## src/ffba_pkg.sv

```systemverilog
// Shared types and constants for the first-fit block allocator.
// Depends on nothing; the interfaces, the allocator and the testbench import it.
package ffba_pkg;

   localparam int DefaultMaxEntries = 16;
   localparam int DefaultMaxUnits   = 1024;

   localparam int ReqBytesW  = 15;
   localparam int AddrW      = 32;
   localparam int UsedW      = 15;
   localparam int CapW       = 11;
   localparam int UnitsW     = 12;   // request_bytes rounded up to granules
   localparam int GranShift  = 4;    // 16-byte granules
   localparam int CsrIndexW  = 1;
   localparam int CsrDataW   = 32;

   typedef enum logic [0:0] {
      ACT_ALLOC   = 1'b0,
      ACT_RELEASE = 1'b1
   } action_type;

   typedef enum logic [1:0] {
      ST_OK        = 2'd0,
      ST_NO_SPACE  = 2'd1,
      ST_NOT_FOUND = 2'd2,
      ST_FULL      = 2'd3
   } status_type;

   typedef enum logic [CsrIndexW-1:0] {
      CSR_CAPACITY = 1'b0,
      CSR_BASE     = 1'b1
   } csr_index_type;

   localparam logic [CapW-1:0]  CapacityReset = 11'd1024;
   localparam logic [AddrW-1:0] BaseReset     = 32'd0;

endpackage

```

## src/ffba_req_if.sv

```systemverilog
// Request channel of the allocator: valid/ready handshake and payload.
// Depends on ffba_pkg for the field widths.
interface ffba_req_if;
   import ffba_pkg::*;
   logic                 valid;
   logic                 ready;
   logic [0:0]           action;
   logic [ReqBytesW-1:0] request_bytes;
   logic [AddrW-1:0]     release_address;

   modport source (output valid, action, request_bytes, release_address, input ready);
   modport sink   (input valid, action, request_bytes, release_address, output ready);
endinterface

```

## src/ffba_rsp_if.sv

```systemverilog
// Response channel of the allocator: valid/ready handshake and payload.
// Depends on ffba_pkg for the field widths.
interface ffba_rsp_if;
   import ffba_pkg::*;
   logic             valid;
   logic             ready;
   logic [1:0]       status;
   logic [AddrW-1:0] address;
   logic [UsedW-1:0] used_bytes;

   modport source (output valid, status, address, used_bytes, input ready);
   modport sink   (input valid, status, address, used_bytes, output ready);
endinterface

```

## src/ffba_table.sv

```systemverilog
// Allocation table storage: one write port, one read port, registered read.
// Depends on nothing beyond its parameters.
module ffba_table #(
   parameter int Depth = 16,
   parameter int DataW = 21
) (
   input  logic                                   clock,
   input  logic                                   wr_en,
   input  logic [(Depth > 1 ? $clog2(Depth) : 1)-1:0] wr_addr,
   input  logic [DataW-1:0]                       wr_data,
   input  logic [(Depth > 1 ? $clog2(Depth) : 1)-1:0] rd_addr,
   output logic [DataW-1:0]                       rd_data
);
   logic [DataW-1:0] mem [Depth];
   logic [DataW-1:0] rd_data_ff;

   always_ff @(posedge clock) begin
      if (wr_en) begin
         mem[wr_addr] <= wr_data;
      end
      rd_data_ff <= mem[rd_addr];
   end

   assign rd_data = rd_data_ff;
endmodule

```

## src/first_fit_block_allocator.sv

```systemverilog
// First-fit allocator over a region of 16-byte granules.
// Requests arrive on req (valid/ready), results leave on rsp (valid/ready).
// A request transaction is taken only while the sequencer is idle; one
// response transaction follows for every request, in order.
// An allocate walks the table entry by entry through the single read port
// of the table memory. When an entry overlaps the candidate span, the
// candidate jumps to that entry's end and the walk restarts. With n entries
// an allocate makes at most n such jumps. A release walks the table for the
// address and then moves every later entry down by one place, one entry per
// cycle. Zero-size and full-table requests go from idle straight to the
// finish state, with no table walk. The response is held in an output
// register; a stalled receiver holds the block only after it has finished
// the next request as well. Reset (synchronous, active high) empties the
// table, clears the used total and restores capacity 1024 granules and base
// address 0. The table memory needs no clearing pass: only entries below
// the count are ever read. Configuration registers are to be written through
// csr_* only while the block is idle; the user must keep to this, as the
// block itself does not enforce it.
module first_fit_block_allocator #(
   parameter int MAX_ENTRIES = ffba_pkg::DefaultMaxEntries,
   parameter int MAX_UNITS   = ffba_pkg::DefaultMaxUnits
) (
   input  logic                          clock,
   input  logic                          reset,
   input  logic                          csr_we,
   input  logic [ffba_pkg::CsrIndexW-1:0] csr_index,
   input  logic [ffba_pkg::CsrDataW-1:0] csr_wdata,
   ffba_req_if.sink                      req,
   ffba_rsp_if.source                    rsp
);
   import ffba_pkg::*;

   localparam int AW  = (MAX_ENTRIES > 1) ? $clog2(MAX_ENTRIES) : 1;
   localparam int CW  = $clog2(MAX_ENTRIES + 1);
   localparam int OW  = (MAX_UNITS > 1) ? $clog2(MAX_UNITS) : 1;
   localparam int SW  = $clog2(MAX_UNITS + 1);
   localparam int XW  = ((SW > UnitsW) ? SW : UnitsW) + 2;
   localparam int EW  = OW + SW;
   localparam logic [CW-1:0] MaxCount = CW'(MAX_ENTRIES);
   localparam logic [XW-1:0] MaxUnitsX = XW'(MAX_UNITS);

   typedef enum logic [4:0] {
      S_IDLE   = 5'b00001,
      S_SCAN   = 5'b00010,
      S_SEARCH = 5'b00100,
      S_SHIFT  = 5'b01000,
      S_FINISH = 5'b10000
   } state_type;

   state_type        state_ff, state_in;
   logic [CapW-1:0]  cap_ff;
   logic [AddrW-1:0] base_ff;
   logic [CW-1:0]    count_ff, count_in;
   logic [UsedW-1:0] used_ff, used_in;
   logic [CW-1:0]    idx_ff, idx_in;
   logic             pend_ff, pend_in;
   logic [CW-1:0]    wj_ff, wj_in;
   logic [XW-1:0]    off_ff, off_in;
   logic [XW-1:0]    units_ff, units_in;
   logic [AddrW-1:0] rel_ff, rel_in;
   logic [1:0]       res_status_ff, res_status_in;
   logic [AddrW-1:0] res_addr_ff, res_addr_in;
   logic             rsp_valid_ff, rsp_valid_in;
   logic [1:0]       rsp_status_ff;
   logic [AddrW-1:0] rsp_addr_ff;
   logic [UsedW-1:0] rsp_used_ff;

   logic          wr_en;
   logic [AW-1:0] wr_addr, rd_addr;
   logic [EW-1:0] wr_data, rd_data;
   logic [XW-1:0] ent_start, ent_size, cap_eff, req_units;
   logic [AddrW-1:0] ent_addr;
   logic          overlap;
   logic          req_fire, rsp_load;

   ffba_table #(.Depth(MAX_ENTRIES), .DataW(EW)) u_table (
      .clock   (clock),
      .wr_en   (wr_en),
      .wr_addr (wr_addr),
      .wr_data (wr_data),
      .rd_addr (rd_addr),
      .rd_data (rd_data)
   );

   assign ent_start = XW'(rd_data[EW-1:SW]);
   assign ent_size  = XW'(rd_data[SW-1:0]);
   assign ent_addr  = base_ff + (AddrW'(rd_data[EW-1:SW]) << GranShift);
   assign overlap   = (ent_start < off_ff + units_ff) && (off_ff < ent_start + ent_size);
   assign cap_eff   = (XW'(cap_ff) > MaxUnitsX) ? MaxUnitsX : XW'(cap_ff);
   assign req_units = XW'(({1'b0, req.request_bytes} + (ReqBytesW + 1)'(15)) >> GranShift);

   assign req.ready = (state_ff == S_IDLE);
   assign req_fire  = req.valid && req.ready;
   assign rsp_load  = (state_ff == S_FINISH) && (!rsp_valid_ff || rsp.ready);

   always_comb begin
      state_in      = state_ff;
      count_in      = count_ff;
      used_in       = used_ff;
      idx_in        = idx_ff;
      pend_in       = 1'b0;
      wj_in         = wj_ff;
      off_in        = off_ff;
      units_in      = units_ff;
      rel_in        = rel_ff;
      res_status_in = res_status_ff;
      res_addr_in   = res_addr_ff;
      rsp_valid_in  = rsp_valid_ff;
      wr_en         = 1'b0;
      wr_addr       = count_ff[AW-1:0];
      wr_data       = {off_ff[OW-1:0], units_ff[SW-1:0]};
      rd_addr       = idx_ff[AW-1:0];

      if (rsp_valid_ff && rsp.ready) begin
         rsp_valid_in = 1'b0;
      end

      case (state_ff)
         S_IDLE: begin
            if (req_fire) begin
               units_in    = req_units;
               rel_in      = req.release_address;
               off_in      = '0;
               idx_in      = '0;
               res_addr_in = '0;
               if (req.action == ACT_RELEASE) begin
                  state_in = S_SEARCH;
               end else if (req_units == '0) begin
                  res_status_in = ST_NO_SPACE;
                  state_in      = S_FINISH;
               end else if (count_ff >= MaxCount) begin
                  res_status_in = ST_FULL;
                  state_in      = S_FINISH;
               end else if (req_units > cap_eff) begin
                  res_status_in = ST_NO_SPACE;
                  state_in      = S_FINISH;
               end else begin
                  state_in = S_SCAN;
               end
            end
         end
         S_SCAN: begin
            if (pend_ff && overlap) begin
               // Every offset from here up to this entry's end collides too.
               off_in = ent_start + ent_size;
               idx_in = '0;
               if (ent_start + ent_size + units_ff > cap_eff) begin
                  res_status_in = ST_NO_SPACE;
                  state_in      = S_FINISH;
               end
            end else if (idx_ff < count_ff) begin
               pend_in = 1'b1;
               idx_in  = idx_ff + 1'b1;
            end else if (!pend_ff) begin
               wr_en         = 1'b1;
               count_in      = count_ff + 1'b1;
               used_in       = used_ff + (UsedW'(units_ff) << GranShift);
               res_status_in = ST_OK;
               res_addr_in   = base_ff + (AddrW'(off_ff) << GranShift);
               state_in      = S_FINISH;
            end
         end
         S_SEARCH: begin
            if (pend_ff && ent_addr == rel_ff) begin
               used_in       = used_ff - (UsedW'(ent_size) << GranShift);
               res_status_in = ST_OK;
               idx_in        = idx_ff;
               wj_in         = idx_ff - 1'b1;
               state_in      = S_SHIFT;
            end else if (idx_ff < count_ff) begin
               pend_in = 1'b1;
               idx_in  = idx_ff + 1'b1;
            end else if (!pend_ff) begin
               res_status_in = ST_NOT_FOUND;
               state_in      = S_FINISH;
            end
         end
         S_SHIFT: begin
            // Read entry idx, write it one place lower in the next cycle.
            wr_addr = wj_ff[AW-1:0];
            wr_data = rd_data;
            if (pend_ff) begin
               wr_en = 1'b1;
               wj_in = wj_ff + 1'b1;
            end
            if (idx_ff < count_ff) begin
               pend_in = 1'b1;
               idx_in  = idx_ff + 1'b1;
            end else if (!pend_ff) begin
               count_in = count_ff - 1'b1;
               state_in = S_FINISH;
            end
         end
         S_FINISH: begin
            if (rsp_load) begin
               rsp_valid_in = 1'b1;
               state_in     = S_IDLE;
            end
         end
         default: state_in = S_IDLE;
      endcase
   end

   always_ff @(posedge clock) begin
      if (reset) begin
         state_ff     <= S_IDLE;
         cap_ff       <= CapacityReset;
         base_ff      <= BaseReset;
         count_ff     <= '0;
         used_ff      <= '0;
         pend_ff      <= 1'b0;
         rsp_valid_ff <= 1'b0;
      end else begin
         state_ff     <= state_in;
         count_ff     <= count_in;
         used_ff      <= used_in;
         pend_ff      <= pend_in;
         rsp_valid_ff <= rsp_valid_in;
         if (csr_we) begin
            case (csr_index)
               CSR_CAPACITY: cap_ff  <= csr_wdata[CapW-1:0];
               CSR_BASE:     base_ff <= csr_wdata[AddrW-1:0];
               default:      ;
            endcase
         end
      end
   end

   always_ff @(posedge clock) begin
      idx_ff        <= idx_in;
      wj_ff         <= wj_in;
      off_ff        <= off_in;
      units_ff      <= units_in;
      rel_ff        <= rel_in;
      res_status_ff <= res_status_in;
      res_addr_ff   <= res_addr_in;
      if (rsp_load) begin
         rsp_status_ff <= res_status_ff;
         rsp_addr_ff   <= res_addr_ff;
         rsp_used_ff   <= used_ff;
      end
   end

   assign rsp.valid      = rsp_valid_ff;
   assign rsp.status     = rsp_status_ff;
   assign rsp.address    = rsp_addr_ff;
   assign rsp.used_bytes = rsp_used_ff;

   a_count_bound: assert property (@(posedge clock) disable iff (reset)
      count_ff <= MaxCount)
      else $error("entry count beyond table depth");

   a_busy_after_accept: assert property (@(posedge clock) disable iff (reset)
      req_fire |=> state_ff != S_IDLE)
      else $error("sequencer idle right after a request transaction");

   a_shift_in_range: assert property (@(posedge clock) disable iff (reset)
      (state_ff == S_SHIFT && pend_ff) |-> wj_ff < count_ff)
      else $error("compaction write beyond live entries");
endmodule

```

## src/flat_wrapper.sv

```systemverilog
// flat-port wrapper written by rule: the top's interface ports become plain ports
module first_fit_block_allocator_flat import ffba_pkg::*;
#(
   parameter int MAX_ENTRIES = ffba_pkg::DefaultMaxEntries,
   parameter int MAX_UNITS   = ffba_pkg::DefaultMaxUnits
)
  (clock, reset, csr_we, csr_index, csr_wdata, req_valid, req_action, req_request_bytes, req_release_address, req_ready, rsp_valid, rsp_status, rsp_address, rsp_used_bytes, rsp_ready);
  ffba_req_if req_i ();
  ffba_rsp_if rsp_i ();
  input  logic clock;
  input  logic reset;
  input  logic csr_we;
  input  logic [ffba_pkg::CsrIndexW-1:0] csr_index;
  input  logic [ffba_pkg::CsrDataW-1:0] csr_wdata;
  input wire logic [$bits(req_i.valid)-1:0] req_valid;
  input wire logic [$bits(req_i.action)-1:0] req_action;
  input wire logic [$bits(req_i.request_bytes)-1:0] req_request_bytes;
  input wire logic [$bits(req_i.release_address)-1:0] req_release_address;
  output wire logic [$bits(req_i.ready)-1:0] req_ready;
  output wire logic [$bits(rsp_i.valid)-1:0] rsp_valid;
  output wire logic [$bits(rsp_i.status)-1:0] rsp_status;
  output wire logic [$bits(rsp_i.address)-1:0] rsp_address;
  output wire logic [$bits(rsp_i.used_bytes)-1:0] rsp_used_bytes;
  input wire logic [$bits(rsp_i.ready)-1:0] rsp_ready;
  assign req_i.valid = req_valid;
  assign req_i.action = req_action;
  assign req_i.request_bytes = req_request_bytes;
  assign req_i.release_address = req_release_address;
  assign req_ready = req_i.ready;
  assign rsp_valid = rsp_i.valid;
  assign rsp_status = rsp_i.status;
  assign rsp_address = rsp_i.address;
  assign rsp_used_bytes = rsp_i.used_bytes;
  assign rsp_i.ready = rsp_ready;
  first_fit_block_allocator #(.MAX_ENTRIES(MAX_ENTRIES), .MAX_UNITS(MAX_UNITS)) u_core (.clock(clock), .reset(reset), .csr_we(csr_we), .csr_index(csr_index), .csr_wdata(csr_wdata), .req(req_i), .rsp(rsp_i));
endmodule
```

## config.mk

```make
export PLATFORM = sky130hd
export DESIGN_NAME = first_fit_block_allocator_flat
export DESIGN_NICKNAME = d
export VERILOG_FILES = /design/src/ffba_pkg.sv /design/src/ffba_req_if.sv /design/src/ffba_rsp_if.sv /design/src/ffba_table.sv /design/src/first_fit_block_allocator.sv /design/src/flat_wrapper.sv
export SDC_FILE = /design/constraint.sdc
export NUM_CORES = 1
export LEC_CHECK = 0
export BUFFER_PORTS_ARGS = -buffer_cell sky130_fd_sc_hd__buf_2
export CAP_MARGIN = 10
export CORE_AREA = 2 2 214 216
export CTS_BUF_LIST = sky130_fd_sc_hd__clkbuf_4 sky130_fd_sc_hd__clkbuf_8
export DETAILED_ROUTE_END_ITERATION = 8
export DIE_AREA = 0 0 216 218
export PLACE_DENSITY = 0.83
export SLEW_MARGIN = 40
export SYNTH_ARGS = -nofsm -noshare
export SYNTH_HDL_FRONTEND = slang
export SYNTH_SLANG_ARGS = --single-unit
```

## constraint.sdc

```tcl
create_clock -name clock -period 5.1 [get_ports clock]
set_input_delay 0 -clock clock [delete_from_list [all_inputs] [get_ports clock]]
set_output_delay 0 -clock clock [all_outputs]
set_load 0.1 [all_outputs]
```

==> metrics.cfg <==
[run_status]
status = completed

[worst_setup_path]
worstPathArrival_ns = 5.32
crit_type = flop to flop
worstPathRequired_ns = 5.51
cpMostUsedCell = ha_1
end_kind = flop
worst_path_largest_cell_delay_ns = 0.40
critPathLaunchType = flop
cp_max_fo = 4
cp_cell_sequence = ha_1 -> inv_1 -> fa_1 -> nor2b_1 -> o21ai_0 -> a21boi_0 -> o21ai_0 -> a21oi_1 -> nand2b_4 -> inv_1 -> ha_1 -> nor3_2 -> a311oi_2 -> xor2_1 -> ha_1 -> a21o_1 -> a21oi_1 -> o41ai_1 -> a21o_1 -> a2111oi_2 -> nand4_1 -> nor4b_4
crit_path_top_delay_cell = fa_1

[sta]
fin_crit_sh_pct = 96.4
setup_viol = 0
hold_viol_final = 0
relSlewSlack_pct = 45.1
tightest_slew_ns = 0.823
slew_violations = 0
worst_slack_ns = 0.184
period_needed_ns = 4.92
finalClockSkew_ns = 0.0451
timing.hold.ws_ns = 0.0622
fmaxAchievable_mhz = 203

[placement]
gp_congestion = 0.911
post-place-ws_ns = -0.0413
hpwl_mm = 43.6
dp.cells = 2761
port_buffers = 132

[yosys]
synth.cell_area_um2 = 26500
ys.warnings.count = 0
synthMuxAreaShare_pct = 7.06
synth_edf_count = 480
yosys.area_share.simple_pct = 10.1
synthCells = 2072
synthAdderAreaFrac_pct = 6.29
synthXorXnorAreaFrac_pct = 4.20
yosysSeqAreaShare_pct = 60.9
synthArstFlopShare_pct = 0
synth_cell_types = 80
synth_top_family_by_area = simple AND/OR/NAND/NOR gates
synth_compound_area_share_pct = 9.11
synth_ff_type = edfxtp_1
synth-seq-cells = 567
synth.avg_cell_area_um2 = 12.8

[layout]
layout_commonest_cell = edfxtp_1
finalNetCount = 2588
layout-drive-gt1-share_pct = 16.9
stdcell_count = 3051
fill_cells = 2887
final_cell_mix = 480 x edfxtp_1, 269 x nand2_1, 132 x buf_2
area_delta_synth_final_pct = 18.0

[die]
dieArea_um2 = 47100
fp.dieW_um = 216
row_count = 78
pin_count = 137
core-area_um2 = 44900
die_y_um = 218
initial_utilization_pct = 59.1

[routing]
vias_per_cell = 6.16
drcViolationCount = 0
post_drt_wl_per_cell_um = 22.9
drt-initial-drc-count = 2290
dr_total_vias = 18800
antenna_left = 0
routed_wl_mm = 69.8
firstDrtPassIters = 6

[clock_tree]
htree_levels = 3
cts.sinks = 567
clk_pin_slew_worst_paths_ns = 0.07
clk_path_buf_depth = 3
cts_tree = done
cts_root_buf = clkbuf_8
clock_latency_ns = 0.67
cts_buffers = 91

[grt]
grt_pass1_wl_mm = 106
use_met3_pct = 5.15
gr-usage-all-layers_pct = 29.6
use_met2_pct = 50.1
antenna_found_initial = 3
use_met1_pct = 36.9
busiest_layer = met2
grt-ovfl-total = 0
grt_max_degree = 62
first_global_vias = 18900

[worst_hold_path]
worstHoldPathType = input port to flop

[power]
p_per_area_nw_per_um2 = 535
max-vdd-ir-drop_v = 0.000509
cellLeakagePower_nw = 11.7

[run]
max_cap_violations = 0

-- critical path: cells and delay by family (launching register included) --
family / cells / cell delay, ns
compound gates: 10 / 1.91
xor+xnor: 1 / 0.19
fa+ha+maj: 4 / 1.22
flops: 1 / 0.39
buf+inv: 2 / 0.10
simple gates: 5 / 0.82
-- registers in the layout, summed over array words and instances (netlist names) --
register	flops
u_core.idx_ff	5
u_core.cap_ff	11
u_core.units_ff	12
u_core.count_ff	5
u_core.off_ff	12
u_core.rsp.used_bytes	11
u_core.rsp.status	2
u_core.wj_ff	4
u_core.res_addr_ff	32
u_core.u_table.rd_data	21
u_core.base_ff	32
u_core.u_table.mem	336
u_core.rsp.address	32
u_core.pend_ff	1
u_core.res_status_ff	2
u_core.rel_ff	32
u_core.used_ff	11
u_core.rsp.valid	1
u_core.state_ff	5
-- cell type report --
| cell class | instances | area [um^2] | area share (%) |
|---|---|---|---|
| Sequential cell | 567 | 16200 | 51.7 |
| Antenna cell | 2 | 5.00 | 0.0160 |
| Inverter | 63 | 236 | 0.756 |
| Multi-Input combinational cell | 1355 | 9930 | 31.7 |
| Tap cell | 600 | 751 | 2.40 |
| Clock inverter | 44 | 379 | 1.21 |
| Timing Repair Buffer | 295 | 2250 | 7.21 |
| Clock buffer | 125 | 1560 | 5.00 |
-- synthesized netlist by cell type (all sizes together) (21+ instances only) --
master | n | area, um^2
buf | 23 | 118
xor2 | 44 | 385
mux2i | 90 | 901
ha | 122 | 1530
nand2 | 270 | 1010
edfxtp | 480 | 14400
dfxtp | 87 | 1740
clkbuf | 67 | 254
mux4 | 42 | 946
a21oi | 125 | 633
o21ai | 72 | 360
a21o | 34 | 255
nand4 | 24 | 150
nor3 | 26 | 135
a22oi | 21 | 158
a221oi | 22 | 193
xnor2 | 83 | 727
inv | 62 | 233
nor2 | 137 | 522
nand3 | 25 | 125
-- per-layer routing --
| layer | up-vias | routed length, um | part of all wire [%] |
|---|---|---|---|
| met5 | - | 0 | 0 |
| met4 | 0 | 3110 | 4.5 |
| met3 | 236 | 6070 | 8.7 |
| met2 | 1077 | 34600 | 50 |
| met1 | 9124 | 26100 | 37 |
| li1 | 8367 | - | - |
-- path summary, 6_finish.rpt --
| kind | start | endpoint | slack (ns) | depth (start not counted) |
|---|---|---|---|---|
| worst max-delay path | u_core.u_table.rd_data[11] | u_core.res_status_ff[0] | 0.18 | 22 |
| worst min-delay path | req_release_address[24] | u_core.rel_ff[24] | 0.06 | 2 |
| worst max register to register | u_core.u_table.rd_data[11] | u_core.res_status_ff[0] | 0.18 | 22 |
| worst min register to register | u_core.res_addr_ff[18] | u_core.rsp.address[18] | 0.42 | 0 |
-- where the power goes --
group          total [mW]  switching [mW]  internal [mW]
Clock                4.16            1.82           2.35
Combinational        6.73            3.94           2.79
Sequential           5.82           0.324           5.49
Total                16.7            6.08           10.6
-- metrics by stage --
| step | TNS, ns | instance area [um^2] | utilization [%] | power [mW] |
|---|---|---|---|---|
| after floorplan | 0 | 26500 | - | 10.4 |
| after global routing | -0.406 | 31300 | 69.7 | 17.6 |
| after global placement | 0 | 27900 | 62.3 | 11.8 |
| final | 0 | 31300 | 69.7 | 16.7 |
| after detailed placement | -0.0825 | 28000 | 62.4 | 12.1 |
| after CTS | 0 | 31100 | 69.4 | 16.3 |
-- kinds of logic after synthesis --
logic type | Yosys count
compound gates | 374
xor+xnor | 127
fa+ha+maj | 129
buf+inv | 153
flops | 567
mux | 134
other cells | 1
simple gates | 587
-- what timing repair did --
action                                 CTS  global route
hold buffers                           116             0
endpoints found under the hold margin  122             0
setup buffers                            0             2
pin swaps                                0             4
gates resized for setup                  1            17
setup endpoints to repair                2             4
Power figures use the tool's default switching activity.
